`src/rtl/ptt_pkg.sv`:
```
package ptt_pkg;

    localparam int EDGES   = 32;
    localparam int SLOT_W  = $clog2(EDGES);
    localparam int STATE_W = 4;
    localparam int SYM_W   = 4;
    localparam int ACT_W   = 8;
    localparam int NUM_W   = 5;
    localparam int OP_W    = 2;
    localparam int CFG_W   = 5;
    localparam int CFG_IDX_W = 1;

    localparam logic [OP_W-1:0] OP_LOAD    = 2'd0;
    localparam logic [OP_W-1:0] OP_STEP    = 2'd1;
    localparam logic [OP_W-1:0] OP_RESTART = 2'd2;

    localparam logic [CFG_IDX_W-1:0] CFG_NUM_STATES  = 1'd0;
    localparam logic [CFG_IDX_W-1:0] CFG_START_STATE = 1'd1;

    localparam logic [NUM_W-1:0]   NUM_STATES_RST  = 5'd16;
    localparam logic [STATE_W-1:0] START_STATE_RST = 4'd0;

    typedef struct packed {
        logic [STATE_W-1:0] src;
        logic [SYM_W-1:0]   sym;
        logic [STATE_W-1:0] sink;
        logic [ACT_W-1:0]   act;
    } edge_t;

    typedef struct packed {
        logic              load_we;
        logic              restart;
        logic              step_start;
        logic              rd_en;
        logic [SLOT_W-1:0] rd_addr;
        logic              finish;
        logic              found;
    } cmd_t;

    typedef struct packed {
        logic hit;
        logic out_free;
    } stat_t;

endpackage

```
`src/rtl/ptt_in_if.sv`:
```
interface ptt_in_if;
    logic                          valid;
    logic                          ready;
    logic [ptt_pkg::OP_W-1:0]      action;
    logic [ptt_pkg::SLOT_W-1:0]    edge_slot;
    logic                          edge_valid;
    logic [ptt_pkg::STATE_W-1:0]   edge_source;
    logic [ptt_pkg::SYM_W-1:0]     edge_symbol;
    logic [ptt_pkg::STATE_W-1:0]   edge_sink;
    logic [ptt_pkg::ACT_W-1:0]     edge_action;
    logic [ptt_pkg::SYM_W-1:0]     symbol;

    modport source (
        output valid, action, edge_slot, edge_valid, edge_source, edge_symbol,
               edge_sink, edge_action, symbol,
        input  ready
    );

    modport sink (
        input  valid, action, edge_slot, edge_valid, edge_source, edge_symbol,
               edge_sink, edge_action, symbol,
        output ready
    );
endinterface

```
`src/rtl/ptt_out_if.sv`:
```
interface ptt_out_if;
    logic                          valid;
    logic                          ready;
    logic [ptt_pkg::ACT_W-1:0]     fired_action;
    logic [ptt_pkg::SYM_W-1:0]     seen_symbol;
    logic                          no_match;
    logic [ptt_pkg::STATE_W-1:0]   state_after;

    modport source (
        output valid, fired_action, seen_symbol, no_match, state_after,
        input  ready
    );

    modport sink (
        input  valid, fired_action, seen_symbol, no_match, state_after,
        output ready
    );
endinterface

```
`src/rtl/ptt_ctrl.sv`:
```
module ptt_ctrl (
    input  logic                     clk,
    input  logic                     rst_n,
    input  logic                     item_valid,
    input  logic [ptt_pkg::OP_W-1:0] item_action,
    output logic                     item_ready,
    input  ptt_pkg::stat_t           stat,
    output ptt_pkg::cmd_t            cmd
);

    localparam logic [1:0] ST_IDLE = 2'd0;
    localparam logic [1:0] ST_SCAN = 2'd1;
    localparam logic [1:0] ST_DONE = 2'd2;

    logic [1:0]                 state_reg, state_next;
    logic [ptt_pkg::SLOT_W:0]   idx_reg, idx_next;
    logic                       pend_reg, pend_next;
    logic                       found_reg, found_next;
    logic                       accept;
    logic                       scan_hit;

    assign item_ready = (state_reg == ST_IDLE);
    assign accept     = item_valid && item_ready;
    // compare result is only meaningful in the cycle after a read
    assign scan_hit   = pend_reg && stat.hit;

    always_comb
    begin
        cmd            = '0;
        state_next     = state_reg;
        idx_next       = idx_reg;
        pend_next      = pend_reg;
        found_next     = found_reg;
        cmd.load_we    = accept && (item_action == ptt_pkg::OP_LOAD);
        cmd.restart    = accept && (item_action == ptt_pkg::OP_RESTART);
        cmd.step_start = accept && (item_action == ptt_pkg::OP_STEP);
        cmd.rd_addr    = idx_reg[ptt_pkg::SLOT_W-1:0];
        cmd.found      = found_reg;

        case (state_reg)
            ST_IDLE:
            begin
                if (cmd.step_start)
                begin
                    state_next = ST_SCAN;
                    idx_next   = '0;
                    pend_next  = 1'b0;
                end
            end
            ST_SCAN:
            begin
                cmd.rd_en  = !idx_reg[ptt_pkg::SLOT_W] && !scan_hit;
                pend_next  = cmd.rd_en;
                if (cmd.rd_en)
                begin
                    idx_next = idx_reg + 1'b1;
                end
                if (scan_hit)
                begin
                    state_next = ST_DONE;
                    found_next = 1'b1;
                end
                else if (idx_reg[ptt_pkg::SLOT_W])
                begin
                    state_next = ST_DONE;
                    found_next = 1'b0;
                end
            end
            ST_DONE:
            begin
                cmd.finish = stat.out_free;
                if (stat.out_free)
                begin
                    state_next = ST_IDLE;
                end
            end
            default:
            begin
                state_next = ST_IDLE;
            end
        endcase
    end

    always_ff @(posedge clk or negedge rst_n)
    begin
        if (!rst_n)
        begin
            state_reg <= ST_IDLE;
            idx_reg   <= '0;
            pend_reg  <= 1'b0;
            found_reg <= 1'b0;
        end
        else
        begin
            state_reg <= state_next;
            idx_reg   <= idx_next;
            pend_reg  <= pend_next;
            found_reg <= found_next;
        end
    end

endmodule

```
`src/rtl/ptt_dp.sv`:
```
module ptt_dp (
    input  logic                          clk,
    input  logic                          rst_n,
    input  ptt_pkg::cmd_t                 cmd,
    output ptt_pkg::stat_t                stat,
    input  logic                          cfg_we,
    input  logic [ptt_pkg::CFG_IDX_W-1:0] cfg_index,
    input  logic [ptt_pkg::CFG_W-1:0]     cfg_data,
    input  logic [ptt_pkg::SLOT_W-1:0]    edge_slot,
    input  logic                          edge_valid,
    input  logic [ptt_pkg::STATE_W-1:0]   edge_source,
    input  logic [ptt_pkg::SYM_W-1:0]     edge_symbol,
    input  logic [ptt_pkg::STATE_W-1:0]   edge_sink,
    input  logic [ptt_pkg::ACT_W-1:0]     edge_action,
    input  logic [ptt_pkg::SYM_W-1:0]     symbol,
    output logic                          result_valid,
    input  logic                          result_ready,
    output logic [ptt_pkg::ACT_W-1:0]     fired_action,
    output logic [ptt_pkg::SYM_W-1:0]     seen_symbol,
    output logic                          no_match,
    output logic [ptt_pkg::STATE_W-1:0]   state_after
);

    ptt_pkg::edge_t                  edge_mem_reg [ptt_pkg::EDGES];
    logic [ptt_pkg::EDGES-1:0]       valid_reg;
    ptt_pkg::edge_t                  rd_data_reg;
    logic                            rd_valid_reg;
    logic [ptt_pkg::NUM_W-1:0]       num_states_reg;
    logic [ptt_pkg::STATE_W-1:0]     start_state_reg;
    logic [ptt_pkg::STATE_W-1:0]     cur_state_reg, cur_state_next;
    logic [ptt_pkg::SYM_W-1:0]       sym_reg;
    logic                            out_valid_reg;
    logic [ptt_pkg::ACT_W-1:0]       fired_action_reg;
    logic [ptt_pkg::SYM_W-1:0]       seen_symbol_reg;
    logic                            no_match_reg;
    logic [ptt_pkg::STATE_W-1:0]     state_after_reg;

    always_ff @(posedge clk)
    begin
        if (cmd.load_we)
        begin
            edge_mem_reg[edge_slot] <= '{src: edge_source, sym: edge_symbol,
                                         sink: edge_sink, act: edge_action};
        end
        if (cmd.rd_en)
        begin
            rd_data_reg  <= edge_mem_reg[cmd.rd_addr];
            rd_valid_reg <= valid_reg[cmd.rd_addr];
        end
    end

    always_ff @(posedge clk or negedge rst_n)
    begin
        if (!rst_n)
        begin
            valid_reg <= '0;
        end
        else if (cmd.load_we)
        begin
            valid_reg[edge_slot] <= edge_valid;
        end
    end

    always_ff @(posedge clk or negedge rst_n)
    begin
        if (!rst_n)
        begin
            num_states_reg  <= ptt_pkg::NUM_STATES_RST;
            start_state_reg <= ptt_pkg::START_STATE_RST;
        end
        else if (cfg_we)
        begin
            case (cfg_index)
                ptt_pkg::CFG_NUM_STATES:
                begin
                    num_states_reg <= cfg_data[ptt_pkg::NUM_W-1:0];
                end
                ptt_pkg::CFG_START_STATE:
                begin
                    start_state_reg <= cfg_data[ptt_pkg::STATE_W-1:0];
                end
                default:
                begin
                end
            endcase
        end
    end

    assign stat.hit = rd_valid_reg
                      && (rd_data_reg.src == cur_state_reg)
                      && (rd_data_reg.sym == sym_reg);
    assign stat.out_free = !out_valid_reg || result_ready;

    // sink at or above num_states leaves the machine where it is
    always_comb
    begin
        cur_state_next = cur_state_reg;
        if (cmd.found && ({1'b0, rd_data_reg.sink} < num_states_reg))
        begin
            cur_state_next = rd_data_reg.sink;
        end
    end

    always_ff @(posedge clk or negedge rst_n)
    begin
        if (!rst_n)
        begin
            cur_state_reg <= ptt_pkg::START_STATE_RST;
        end
        else if (cmd.restart)
        begin
            cur_state_reg <= start_state_reg;
        end
        else if (cmd.finish)
        begin
            cur_state_reg <= cur_state_next;
        end
    end

    always_ff @(posedge clk or negedge rst_n)
    begin
        if (!rst_n)
        begin
            out_valid_reg <= 1'b0;
        end
        else if (cmd.finish)
        begin
            out_valid_reg <= 1'b1;
        end
        else if (result_ready)
        begin
            out_valid_reg <= 1'b0;
        end
    end

    always_ff @(posedge clk)
    begin
        if (cmd.step_start)
        begin
            sym_reg <= symbol;
        end
        if (cmd.finish)
        begin
            fired_action_reg <= cmd.found ? rd_data_reg.act : '0;
            seen_symbol_reg  <= sym_reg;
            no_match_reg     <= !cmd.found;
            state_after_reg  <= cur_state_next;
        end
    end

    assign result_valid = out_valid_reg;
    assign fired_action = fired_action_reg;
    assign seen_symbol  = seen_symbol_reg;
    assign no_match     = no_match_reg;
    assign state_after  = state_after_reg;

endmodule

```
`src/rtl/programmable_transition_table_fsm.sv`:
```
// Load and restart transactions: one cycle each, next transaction taken the cycle after.
// Step transactions: result valid after the scan ends and the result is registered; the edge table is scanned
// one slot per cycle through a registered memory read, stopping at the first hit. A step
// waits in its last cycle while the previous result is still held; input reopens after it.
// Reset (rst_n, async active low): all edges invalid, state 0, num_states 16,
// start_state 0; ready is high in reset, first transaction taken at the first edge after.
module programmable_transition_table_fsm (
    input  logic                          clk,
    input  logic                          rst_n,
    input  logic                          cfg_we,
    input  logic [ptt_pkg::CFG_IDX_W-1:0] cfg_index,
    input  logic [ptt_pkg::CFG_W-1:0]     cfg_data,
    ptt_in_if.sink                        item,
    ptt_out_if.source                     result
);

    ptt_pkg::cmd_t  cmd;
    ptt_pkg::stat_t stat;

    ptt_ctrl u_ctrl (
        .clk         (clk),
        .rst_n       (rst_n),
        .item_valid  (item.valid),
        .item_action (item.action),
        .item_ready  (item.ready),
        .stat        (stat),
        .cmd         (cmd)
    );

    ptt_dp u_dp (
        .clk          (clk),
        .rst_n        (rst_n),
        .cmd          (cmd),
        .stat         (stat),
        .cfg_we       (cfg_we),
        .cfg_index    (cfg_index),
        .cfg_data     (cfg_data),
        .edge_slot    (item.edge_slot),
        .edge_valid   (item.edge_valid),
        .edge_source  (item.edge_source),
        .edge_symbol  (item.edge_symbol),
        .edge_sink    (item.edge_sink),
        .edge_action  (item.edge_action),
        .symbol       (item.symbol),
        .result_valid (result.valid),
        .result_ready (result.ready),
        .fired_action (result.fired_action),
        .seen_symbol  (result.seen_symbol),
        .no_match     (result.no_match),
        .state_after  (result.state_after)
    );

endmodule

```
`src/flat_wrapper.sv`:
```
// flat-port wrapper written by rule: the top's interface ports become plain ports
module programmable_transition_table_fsm_flat 
  (clk, rst_n, cfg_we, cfg_index, cfg_data, item_valid, item_action, item_edge_slot, item_edge_valid, item_edge_source, item_edge_symbol, item_edge_sink, item_edge_action, item_symbol, item_ready, result_valid, result_fired_action, result_seen_symbol, result_no_match, result_state_after, result_ready);
  ptt_in_if item_i ();
  ptt_out_if result_i ();
  input  logic clk;
  input  logic rst_n;
  input  logic cfg_we;
  input  logic [ptt_pkg::CFG_IDX_W-1:0] cfg_index;
  input  logic [ptt_pkg::CFG_W-1:0] cfg_data;
  input wire logic [$bits(item_i.valid)-1:0] item_valid;
  input wire logic [$bits(item_i.action)-1:0] item_action;
  input wire logic [$bits(item_i.edge_slot)-1:0] item_edge_slot;
  input wire logic [$bits(item_i.edge_valid)-1:0] item_edge_valid;
  input wire logic [$bits(item_i.edge_source)-1:0] item_edge_source;
  input wire logic [$bits(item_i.edge_symbol)-1:0] item_edge_symbol;
  input wire logic [$bits(item_i.edge_sink)-1:0] item_edge_sink;
  input wire logic [$bits(item_i.edge_action)-1:0] item_edge_action;
  input wire logic [$bits(item_i.symbol)-1:0] item_symbol;
  output wire logic [$bits(item_i.ready)-1:0] item_ready;
  output wire logic [$bits(result_i.valid)-1:0] result_valid;
  output wire logic [$bits(result_i.fired_action)-1:0] result_fired_action;
  output wire logic [$bits(result_i.seen_symbol)-1:0] result_seen_symbol;
  output wire logic [$bits(result_i.no_match)-1:0] result_no_match;
  output wire logic [$bits(result_i.state_after)-1:0] result_state_after;
  input wire logic [$bits(result_i.ready)-1:0] result_ready;
  assign item_i.valid = item_valid;
  assign item_i.action = item_action;
  assign item_i.edge_slot = item_edge_slot;
  assign item_i.edge_valid = item_edge_valid;
  assign item_i.edge_source = item_edge_source;
  assign item_i.edge_symbol = item_edge_symbol;
  assign item_i.edge_sink = item_edge_sink;
  assign item_i.edge_action = item_edge_action;
  assign item_i.symbol = item_symbol;
  assign item_ready = item_i.ready;
  assign result_valid = result_i.valid;
  assign result_fired_action = result_i.fired_action;
  assign result_seen_symbol = result_i.seen_symbol;
  assign result_no_match = result_i.no_match;
  assign result_state_after = result_i.state_after;
  assign result_i.ready = result_ready;
  programmable_transition_table_fsm u_core (.clk(clk), .rst_n(rst_n), .cfg_we(cfg_we), .cfg_index(cfg_index), .cfg_data(cfg_data), .item(item_i), .result(result_i));
endmodule
```
`config.mk`:
```
export PLATFORM = sky130hd
export DESIGN_NAME = programmable_transition_table_fsm_flat
export DESIGN_NICKNAME = d
export VERILOG_FILES = /design/src/rtl/ptt_pkg.sv /design/src/rtl/ptt_in_if.sv /design/src/rtl/ptt_out_if.sv /design/src/rtl/ptt_ctrl.sv /design/src/rtl/ptt_dp.sv /design/src/rtl/programmable_transition_table_fsm.sv /design/src/flat_wrapper.sv
export SDC_FILE = /design/constraint.sdc
export NUM_CORES = 1
export LEC_CHECK = 0
export BUFFER_PORTS_ARGS = -buffer_cell sky130_fd_sc_hd__buf_2
export CAP_MARGIN = 20
export CORE_MARGIN = 8
export CORE_UTILIZATION = 50
export CTS_CLUSTER_DIAMETER = 200
export DETAILED_ROUTE_END_ITERATION = 10
export HOLD_SLACK_MARGIN = 0.12
export PLACE_DENSITY = 0.72
export SKIP_CTS_REPAIR_TIMING = 1
export SLEW_MARGIN = 0
export SYNTH_ARGS = -nofsm -noshare
export SYNTH_HDL_FRONTEND = slang
export SYNTH_HIERARCHICAL = 1
export SYNTH_SLANG_ARGS = --single-unit
```
`constraint.sdc`:
```
create_clock -name clk -period 4.6 [get_ports clk]
set_input_delay 0.23 -clock clk [delete_from_list [all_inputs] [get_ports clk]]
set_output_delay 0.23 -clock clk [all_outputs]
set_load 0.01 [all_outputs]
```
==> results of run 1 <==
## per-layer routing
layer / vias to the layer above / GRT usage [%] / wire [um]
li1: 6256 / - / -
met1: 7770 / 29.7 / 28200
met2: 777 / 31.2 / 32000
met3: 123 / 5.61 / 7000
met4: 6 / 6.21 / 1970
met5: - / 0 / 41
## cells by family (layout without fill, tap and decap cells)
family	after synthesis	in the layout	synth area share [%]
buffers and inverters	95	284	1.75
other	0	4	0
multiplexers	296	296	14.2
flip-flops	738	738	76.3
AO/OA/AOI/OAI	157	157	4.10
adder cells (fa/ha/maj)	4	4	0.175
XOR/XNOR	8	8	0.244
AND/OR/NAND/NOR	172	172	3.19
## final cells by class
type / count / area share, %
Multi-Input combinational cell: 637 / 19.6
Tap cell: 756 / 2.90
Antenna cell: 4 / 0.0307
Inverter: 11 / 0.126
Clock buffer: 95 / 5.98
Sequential cell: 738 / 67.1
Timing Repair Buffer: 137 / 3.18
Clock inverter: 41 / 1.13
## synthesized netlist by cell type (9+ instances only)
cell type	n	area [sq um]
a22oi_1	126	946
and2_1	9	56.3
buf_2	39	195
buf_4	11	82.6
clkbuf_1	28	105
dfrtp_1	55	1380
edfxtp_1	682	20500
inv_1	11	41.3
mux2_2	41	462
mux2i_1	170	1700
mux4_2	84	1890
nand2_1	14	52.6
nand3_1	48	240
nand4_1	21	131
nor2_1	40	150
## final timing paths
| check | from | end |
|---|---|---|
| setup / recovery | u_core/u_ctrl/idx_reg[1] | u_core/u_dp/rd_data_reg[11] |
| hold / removal | item_action[0] | u_core/u_ctrl/idx_reg[2] |
| setup reg to reg | u_core/u_ctrl/idx_reg[1] | u_core/u_dp/rd_data_reg[11] |
| hold reg to reg | u_core/u_dp/valid_reg[20] | u_core/u_dp/valid_reg[20] |
| max in group asynchronous | rst_n | u_core/u_ctrl/idx_reg[1] |
| min in group asynchronous | rst_n | u_core/u_dp/num_states_reg[3] |
## where the power goes
part           leakage, uW  switching (uW)  internal (uW)
clock network      0.00113            2480           3310
registers          0.00688             438           7620
logic              0.00267            1840           1380
## stage by stage
| step | total power (uW) | instances | worst slack, ps |
|---|---|---|---|
| floorplan | 10100 | 1470 | 1430 |
| CTS | 17100 | 2395 | 1390 |
| finish | 17100 | 2419 | 1430 |
| global route | 17600 | 2415 | 1280 |
| global placement | 11300 | 2258 | 1440 |
| detailed placement | 11300 | 2259 | 1420 |
## worst max-delay path: cells and delay by family (launching register included)
family	cells	cell delay (ps)
simple gates	3	1580
compound gates	1	240
flops	1	1050
==> run summary, run 1 <==
The core occupancy in the finished layout was 57.8%; the total count of max-transition violations in the final report was 0. During placement, the flow inserted port buffers numbering 61. For this run, the number of Yosys warnings is 6.

The detailed-route wire length was 69300 um; the flip-flop count of the largest register, all copies and words added was 640. After clock tree synthesis, the clock-pin slew on the worst setup and hold paths is 60 ps. The cell row count is 87. Worst reg-to-reg setup slack: 1430 ps. The filler cells instantiated in the layout total 4068. The H-tree depth reported by CTS came out at 3. The predominant post-synthesis flop cell is edfxtp_1. The length in cells of the worst reg-to-reg path came out at 4. Dividing the synthesized area by the synthesized cell count gives 19.5 sq um. The initial cell density of the core was 50.7%.

The worst-case IR drop observed on VDD is 342 uV. In the finished design, the share of the clock period the worst path needs comes to 68.9%. In the final layout, the multi-input gates occupy 6400 sq um.

The run gives 65200 sq um as the total die area. Root cell of the clock tree: clkbuf_16. Counting along the longest clock path gives a buffer depth of 3. The normalized max-slew margin was 29.0%; the number of global-route vias before repair was 14701. The logs give 4930 ps for the data required time at the worst endpoint and 130 ps for the final hold slack. In this run, the number of DRC markers left after iteration 0 of detailed routing was 1726. The clock period minus worst slack came out at 3170 ps. Counting every sink on the clock net gives 738. Setup repair after global routing left no endpoint under its margin. The number of enable-type register cells in the synthesized netlist came out at 682. The logs give 27.7 ps for the final setup skew and 53 for the count of unique library cells instantiated by Yosys.

Fraction of layout cells with a size suffix above 1: 24.2%. The routed layout has 14932 vias. At the worst endpoint, the arrival time is 3500 ps. The core region is 56500 sq um.

Routability-driven placement finished with a final weighted congestion of 0.887. The tools report the cell area reported after detailed placement as 30100 sq um. The min-delay analysis places its worst path in the category input pin to flop.

For the boundary pin count, the log shows 62. Max-cap violations in this run came to 0. For this run the aggregate overflow at the end of global routing stands at 0.

The slowest stage of the critical path is the dfrtp_4 cell. For the portion of the post-synthesis area used by sequential elements, the log shows 76.3%. Mean routed wirelength per cell: 28.6 um.

The cell depth of the worst min-delay path works out to 4. On the worst path, the slowest cell contributes a delay of 1050 ps. The run finished with clean final reports. TritonCTS built the clock tree.

Static timing analysis puts the maximum clock frequency at 316 MHz. The later pin in the worst-skew pair is clocked with a latency of 620 ps. Using the TritonRoute via totals, the vias-per-cell ratio works out to 6.17. The cell area that synthesis handed to floorplanning was 28700 sq um. The tools report the number of remaining DRC errors as 0.

Summed over all failing endpoints, the final setup total negative slack is 0 ps. The final hold violation count was 0. The top cell types in the final layout, fill and taps aside, are 682 x edfxtp_1, 170 x mux2i_1, 126 x a22oi_1.

The most common cell after layout, fill and taps aside was edfxtp_1. The die is 255 um tall. Setup violations remaining at the end of the flow were counted as 0. Global routing used 20.8% of the available tracks across all layers.

Entering global routing, the biggest net connects 68 pins. At the pin with the least slew margin, the transition time is 1060 ps. The clock buffer count from CTS is 74, and the post-synthesis net count is 1517.

The first global-routing pass estimated 102000 um of wire. The detail route stage leaves a number of antenna-violating nets equal to 0. The element type at the critical path end is a flop. At the end of the flow, the number of nets in the layout was 1646.

STA classifies the critical path startpoint as a flop. The area of all placed cells without fillers is 32600 sq um. The setup path with the least slack is of type flop to flop. After synthesis, the share of flip-flops with an asynchronous set or reset is 7.59%. The run gives 1470 as the number of standard cells after synthesis. The floorplan step set the die width to 255 um. In this run the power density over the cells is 523 nW/um^2.

The signal on the critical path passes through and2_2 > a22oi_1 > nand3_1 > nand4_1. The leakage component of the power is 0.0107 uW, and the synthesized flop and latch total is 738. The HPWL after detailed placement is 43000 um. Across the whole layout, storage elements account for 21900 sq um. From synthesis to final layout, the design area changed by 13.9%. Number of antenna violations at the first check in global routing: 8. The length of the first detailed-routing pass in iterations was 5; the maximum fanout along the worst path was 46.
Power figures use the tool's default switching activity.
==> run 2, diff against run 1 <==
ABC_AREA = 1   (was unset)
PLACE_DENSITY = 0.74   (was 0.72)
clock period = 2.7 ns   (was 4.6 ns; I/O delays follow)
==> run summary, run 2 <==
The global-route usage over all layers is 23.3% (was 20.8%), and the final period utilization is 90.8% (was 68.9%). The fraction of registers with async set or reset after synthesis was 7.59% (unchanged). The mean routed wirelength per cell is 22.6 um (was 28.6 um), and the largest net degree at the start of global routing is 103 (was 68).

The total count of max-transition violations in the final report came out at 0 (unchanged). The run gives 46300 um (was 43000 um) as the half-perimeter wire length of the detailed placement result. The area added between synthesis and finish was 14.0% (was 13.9%). The total of buffers placed on input and output ports is 61 (unchanged), and the final hold slack is 116 ps (was 130 ps).

The power density over the cells was 1000 nW/um^2 (was 523 nW/um^2). The number of standard cells after synthesis is 2658 (was 1470), and the boundary pin count is 62 (unchanged). The pin slew with the least headroom to its limit was 973 ps (was 1060 ps). The tools report the number of remaining DRC errors as 0 (unchanged). The core occupancy in the finished layout is 57.3% (was 57.8%), and the final setup skew is 15.6 ps (was 27.7 ps). The logs give 0 (unchanged) for the max capacitance violation total and 3 (unchanged) for the maximum root-to-sink buffer count.

Setup repair after global routing left no endpoint under its margin. The number of clock sinks came out at 738 (unchanged). The vias per cell is 5.84 (was 6.17). The logs give 0 (unchanged) for the final setup violation count and 3 (unchanged) for the H-tree depth reported by CTS. The count of vias placed by the detailed router is 20994 (was 14932), and the overall die width is 262 um (was 255 um).

The portion of the post-synthesis area used by sequential elements was 72.6% (was 76.3%). The length of the first detailed-routing pass in iterations was 6 (was 5); the aggregate global routing overflow was 0 (unchanged). The longest individual stage delay on the worst path is 450 ps (was 1050 ps), and the clock buffer count from CTS is 75 (was 74).

The critical-path cell with the highest stage delay was dfrtp_1 (was dfrtp_4). Setup slack after placement: 140 ps (was 1420 ps). Net switching power figure: 12400 uW (was 4760 uW). The flip-flop count of the largest register, all copies and words added works out to 640 (unchanged). For the count of synthesis-stage warnings from yosys, the log shows 6 (unchanged).

The tools report the launching element type of the critical path as a flop (unchanged). The largest delay contributor family on the critical path was buffers and inverters (was simple AND/OR/NAND/NOR gates). The number of DRC markers after the initial detailed-route iteration is 2831 (was 1726). The run gives 34 (was 53) as the count of unique library cells instantiated by Yosys. The tools report the internal power of the cells as 22000 uW (was 12300 uW). Count of nets after finishing: 2798 (was 1646). The predominant post-synthesis flop cell was edfxtp_1 (unchanged). The fraction of post-synthesis cell area in the top cell type by area is 67.9% (was 71.5%), and the global placement routability congestion is 0.928 (was 0.887). The synthesized flop and latch total was 738 (unchanged); the clock-pin transition on the worst setup and hold timing paths was 60 ps (about the same). The final hold violation count is 0 (unchanged), and the number of buffer and inverter stages on the critical path is 5 (was 0).

The clock period minus worst slack was 2450 ps (was 3170 ps); the cell row count was 90 (was 87). The total die area is 68400 sq um (was 65200 sq um). The cell total after placement was 3426 (was 2259); the netlist area before placement was 30100 sq um (was 28700 sq um). The synthesized area divided by synthesized cell count works out to 11.3 sq um (was 19.5 sq um). The number of enable-type register cells in the synthesized netlist was 682 (unchanged). For the detailed-route wire length, the log shows 81200 um (was 69300 um). Ordered list of cells on the worst path: nor2_2 > nand2_1 > nor3_2 > buf_4 > inv_1 > nor3_1 > buf_4 > inv_1 > nor2_2 > buf_4 (was and2_2 > a22oi_1 > nand3_1 > nand4_1).

The root cell of the clock tree was clkbuf_16 (unchanged). The most common cell after layout, fill and taps aside is nand2_1 (was edfxtp_1). The cell type with the highest aggregate area in the netlist is edfxtp_1 (unchanged). The maximum fanout along the worst path works out to 22 (was 46).

The fraction of layout cells with a size suffix above 1 was 9.63% (was 24.2%). The leakage component of the power came out at 0.0133 uW (was 0.0107 uW). The tools report the initial cell density of the core as 50.2% (was 50.7%). The element type at the critical path end is a flop (unchanged). The antenna diode count came out at 0 (was 4). The post-synthesis net count came out at 2705 (was 1517).

TritonCTS built the clock tree. The number of standard cells in the final layout excluding fillers is 3595 (was 2419), and the clock latency on the worst-skew pair is 610 ps (was 620 ps). The number of global-route vias before repair is 20038 (was 14701).

Worst vdd rail ir drop: 753 uV (was 342 uV). Ranking of synthesized cells by instance count: 1048 x nand2_1, 682 x edfxtp_1, 519 x nand3_1 (was 682 x edfxtp_1, 170 x mux2i_1, 126 x a22oi_1). The tools report the fmax as 408 MHz (was 316 MHz). The floorplan die height came out at 262 um (was 255 um). Among the stages of the critical path, the cell type that occurs most often is buf_4.

The run gives 2980 ps (was 4930 ps) as the data required time at the worst endpoint. Worst hold path class: input pin to flop (unchanged). The run gives 0 (was 8) as the number of antenna violations at the first check in global routing.

The run finished with clean final reports. Dominant cells by area after synthesis: edfxtp_1 68%, nand2_1 13%, nand3_1 8.6%, dfrtp_1 4.6%, buf_2 1.4% (was edfxtp_1 71%, mux4_2 6.6%, mux2i_1 5.9%, dfrtp_1 4.8%, a22oi_1 3.3%). Commonest non-fill, non-tap cells in the layout: 1048 x nand2_1, 682 x edfxtp_1, 519 x nand3_1 (was 682 x edfxtp_1, 170 x mux2i_1, 126 x a22oi_1). The run gives 120000 um (was 102000 um) as the global-route wire length before repair.

The placeable core area is 60000 sq um (was 56500 sq um), and the part of the power in the clock network is 30.0% (was 33.9%). The fraction of power consumed by combinational cells was 31.2% (was 18.9%). The data arrival time at the worst-slack endpoint came out at 2730 ps (was 3500 ps).

The sequential power share was 38.7% (was 47.2%). Type of the setup path with the least slack: flop to flop (unchanged). The run gives 35.1% (was 29.0%) as the normalized max-slew margin.

Most frequent cell after synthesis: nand2_1 (was edfxtp_1). The final worst slack came out at 248 ps (was 1430 ps). The fraction of power spent switching nets was 36.0% (was 27.9%); the post-route antenna net violation count was 0 (unchanged).
run 2: cell count changes after synthesis, moves of 15 or more:
cell and change:
a22oi_1 -122, buf_2 +44, inv_1 +65, mux2_2 -41, mux2i_1 -170, mux4_2 -84
nand2_1 +1034, nand3_1 +471, nand4_1 -15, o21ai_0 +29
run 2: path summary, 6_finish.rpt:
| path | startpoint | to | slack [ps] | cells past startpoint |
|---|---|---|---|---|
| min in group asynchronous | rst_n | u_core/u_dp/num_states_reg[4] | 650 | 3 |
| worst max register to register | u_core/u_ctrl/state_reg[0] | u_core/u_dp/edge_mem_reg[12][15] | 250 | 10 |
| worst max-delay path | u_core/u_ctrl/state_reg[0] | u_core/u_dp/edge_mem_reg[12][15] | 250 | 10 |
| max in group asynchronous | rst_n | u_core/u_dp/num_states_reg[2] | 1010 | 4 |
| worst min register to register | u_core/u_dp/valid_reg[22] | u_core/u_dp/valid_reg[22] | 490 | 2 |
| worst min-delay path | item_edge_action[1] | u_core/u_dp/edge_mem_reg[26][1] | 120 | 1 |
run 2: worst reg2reg max path: stages (launching register included):
cell and delay [ps]:
dfrtp_1 450, nor2_2 170, nand2_1 90, nor3_2 260, buf_4 190, inv_1 40, nor3_1 140, buf_4 220
inv_1 100, nor2_2 100, buf_4 340
run 2: layer usage:
metal | up-vias | track usage (%) | share of wire (%)
met5 | - | 0 | 0
li1 | 9344 | - | -
met2 | 1351 | 36.6 | 47
met1 | 10098 | 31.5 | 38
met3 | 201 | 4.76 | 11
met4 | 0 | 9.97 | 3.9
run 2: through the flow:
step,TNS (ps),total power (uW),cell area [sq um]
detailed placement,0,23900,31600
floorplan,-10750,20100,30200
global placement,0,23700,31600
finish,0,34400,34400
global route,0,35900,34400
CTS,0,34200,34100
run 2: power by group through the flow:
stage	Clock (uW)	Combinational, uW	Sequential (uW)
floorplan	0	6810	13300
global placement	0	10200	13500
detailed placement	0	10400	13500
CTS	10400	10500	13300
global route	10900	11600	13300
finish	10300	10700	13300
run 2: final cells by class:
type / count / area [sq um]
Fill cell: 4640 / 25600
Sequential cell: 738 / 21900
Multi-Input combinational cell: 1686 / 7260
Clock buffer: 95 / 2020
Timing Repair Buffer: 169 / 1470
Tap cell: 782 / 978
Clock inverter: 44 / 424
Inverter: 81 / 320
run 2: logic make-up (layout without fill, tap and decap cells):
| group | Yosys count | after routing | synth area share, % |
|---|---|---|---|
| xor+xnor | 3 | 3 | 0.0872 |
| compound gates | 56 | 56 | 0.996 |
| fa+ha+maj | 4 | 4 | 0.166 |
| simple gates | 1623 | 1623 | 22.7 |
| flops | 738 | 738 | 72.6 |
| buf+inv | 234 | 389 | 3.49 |
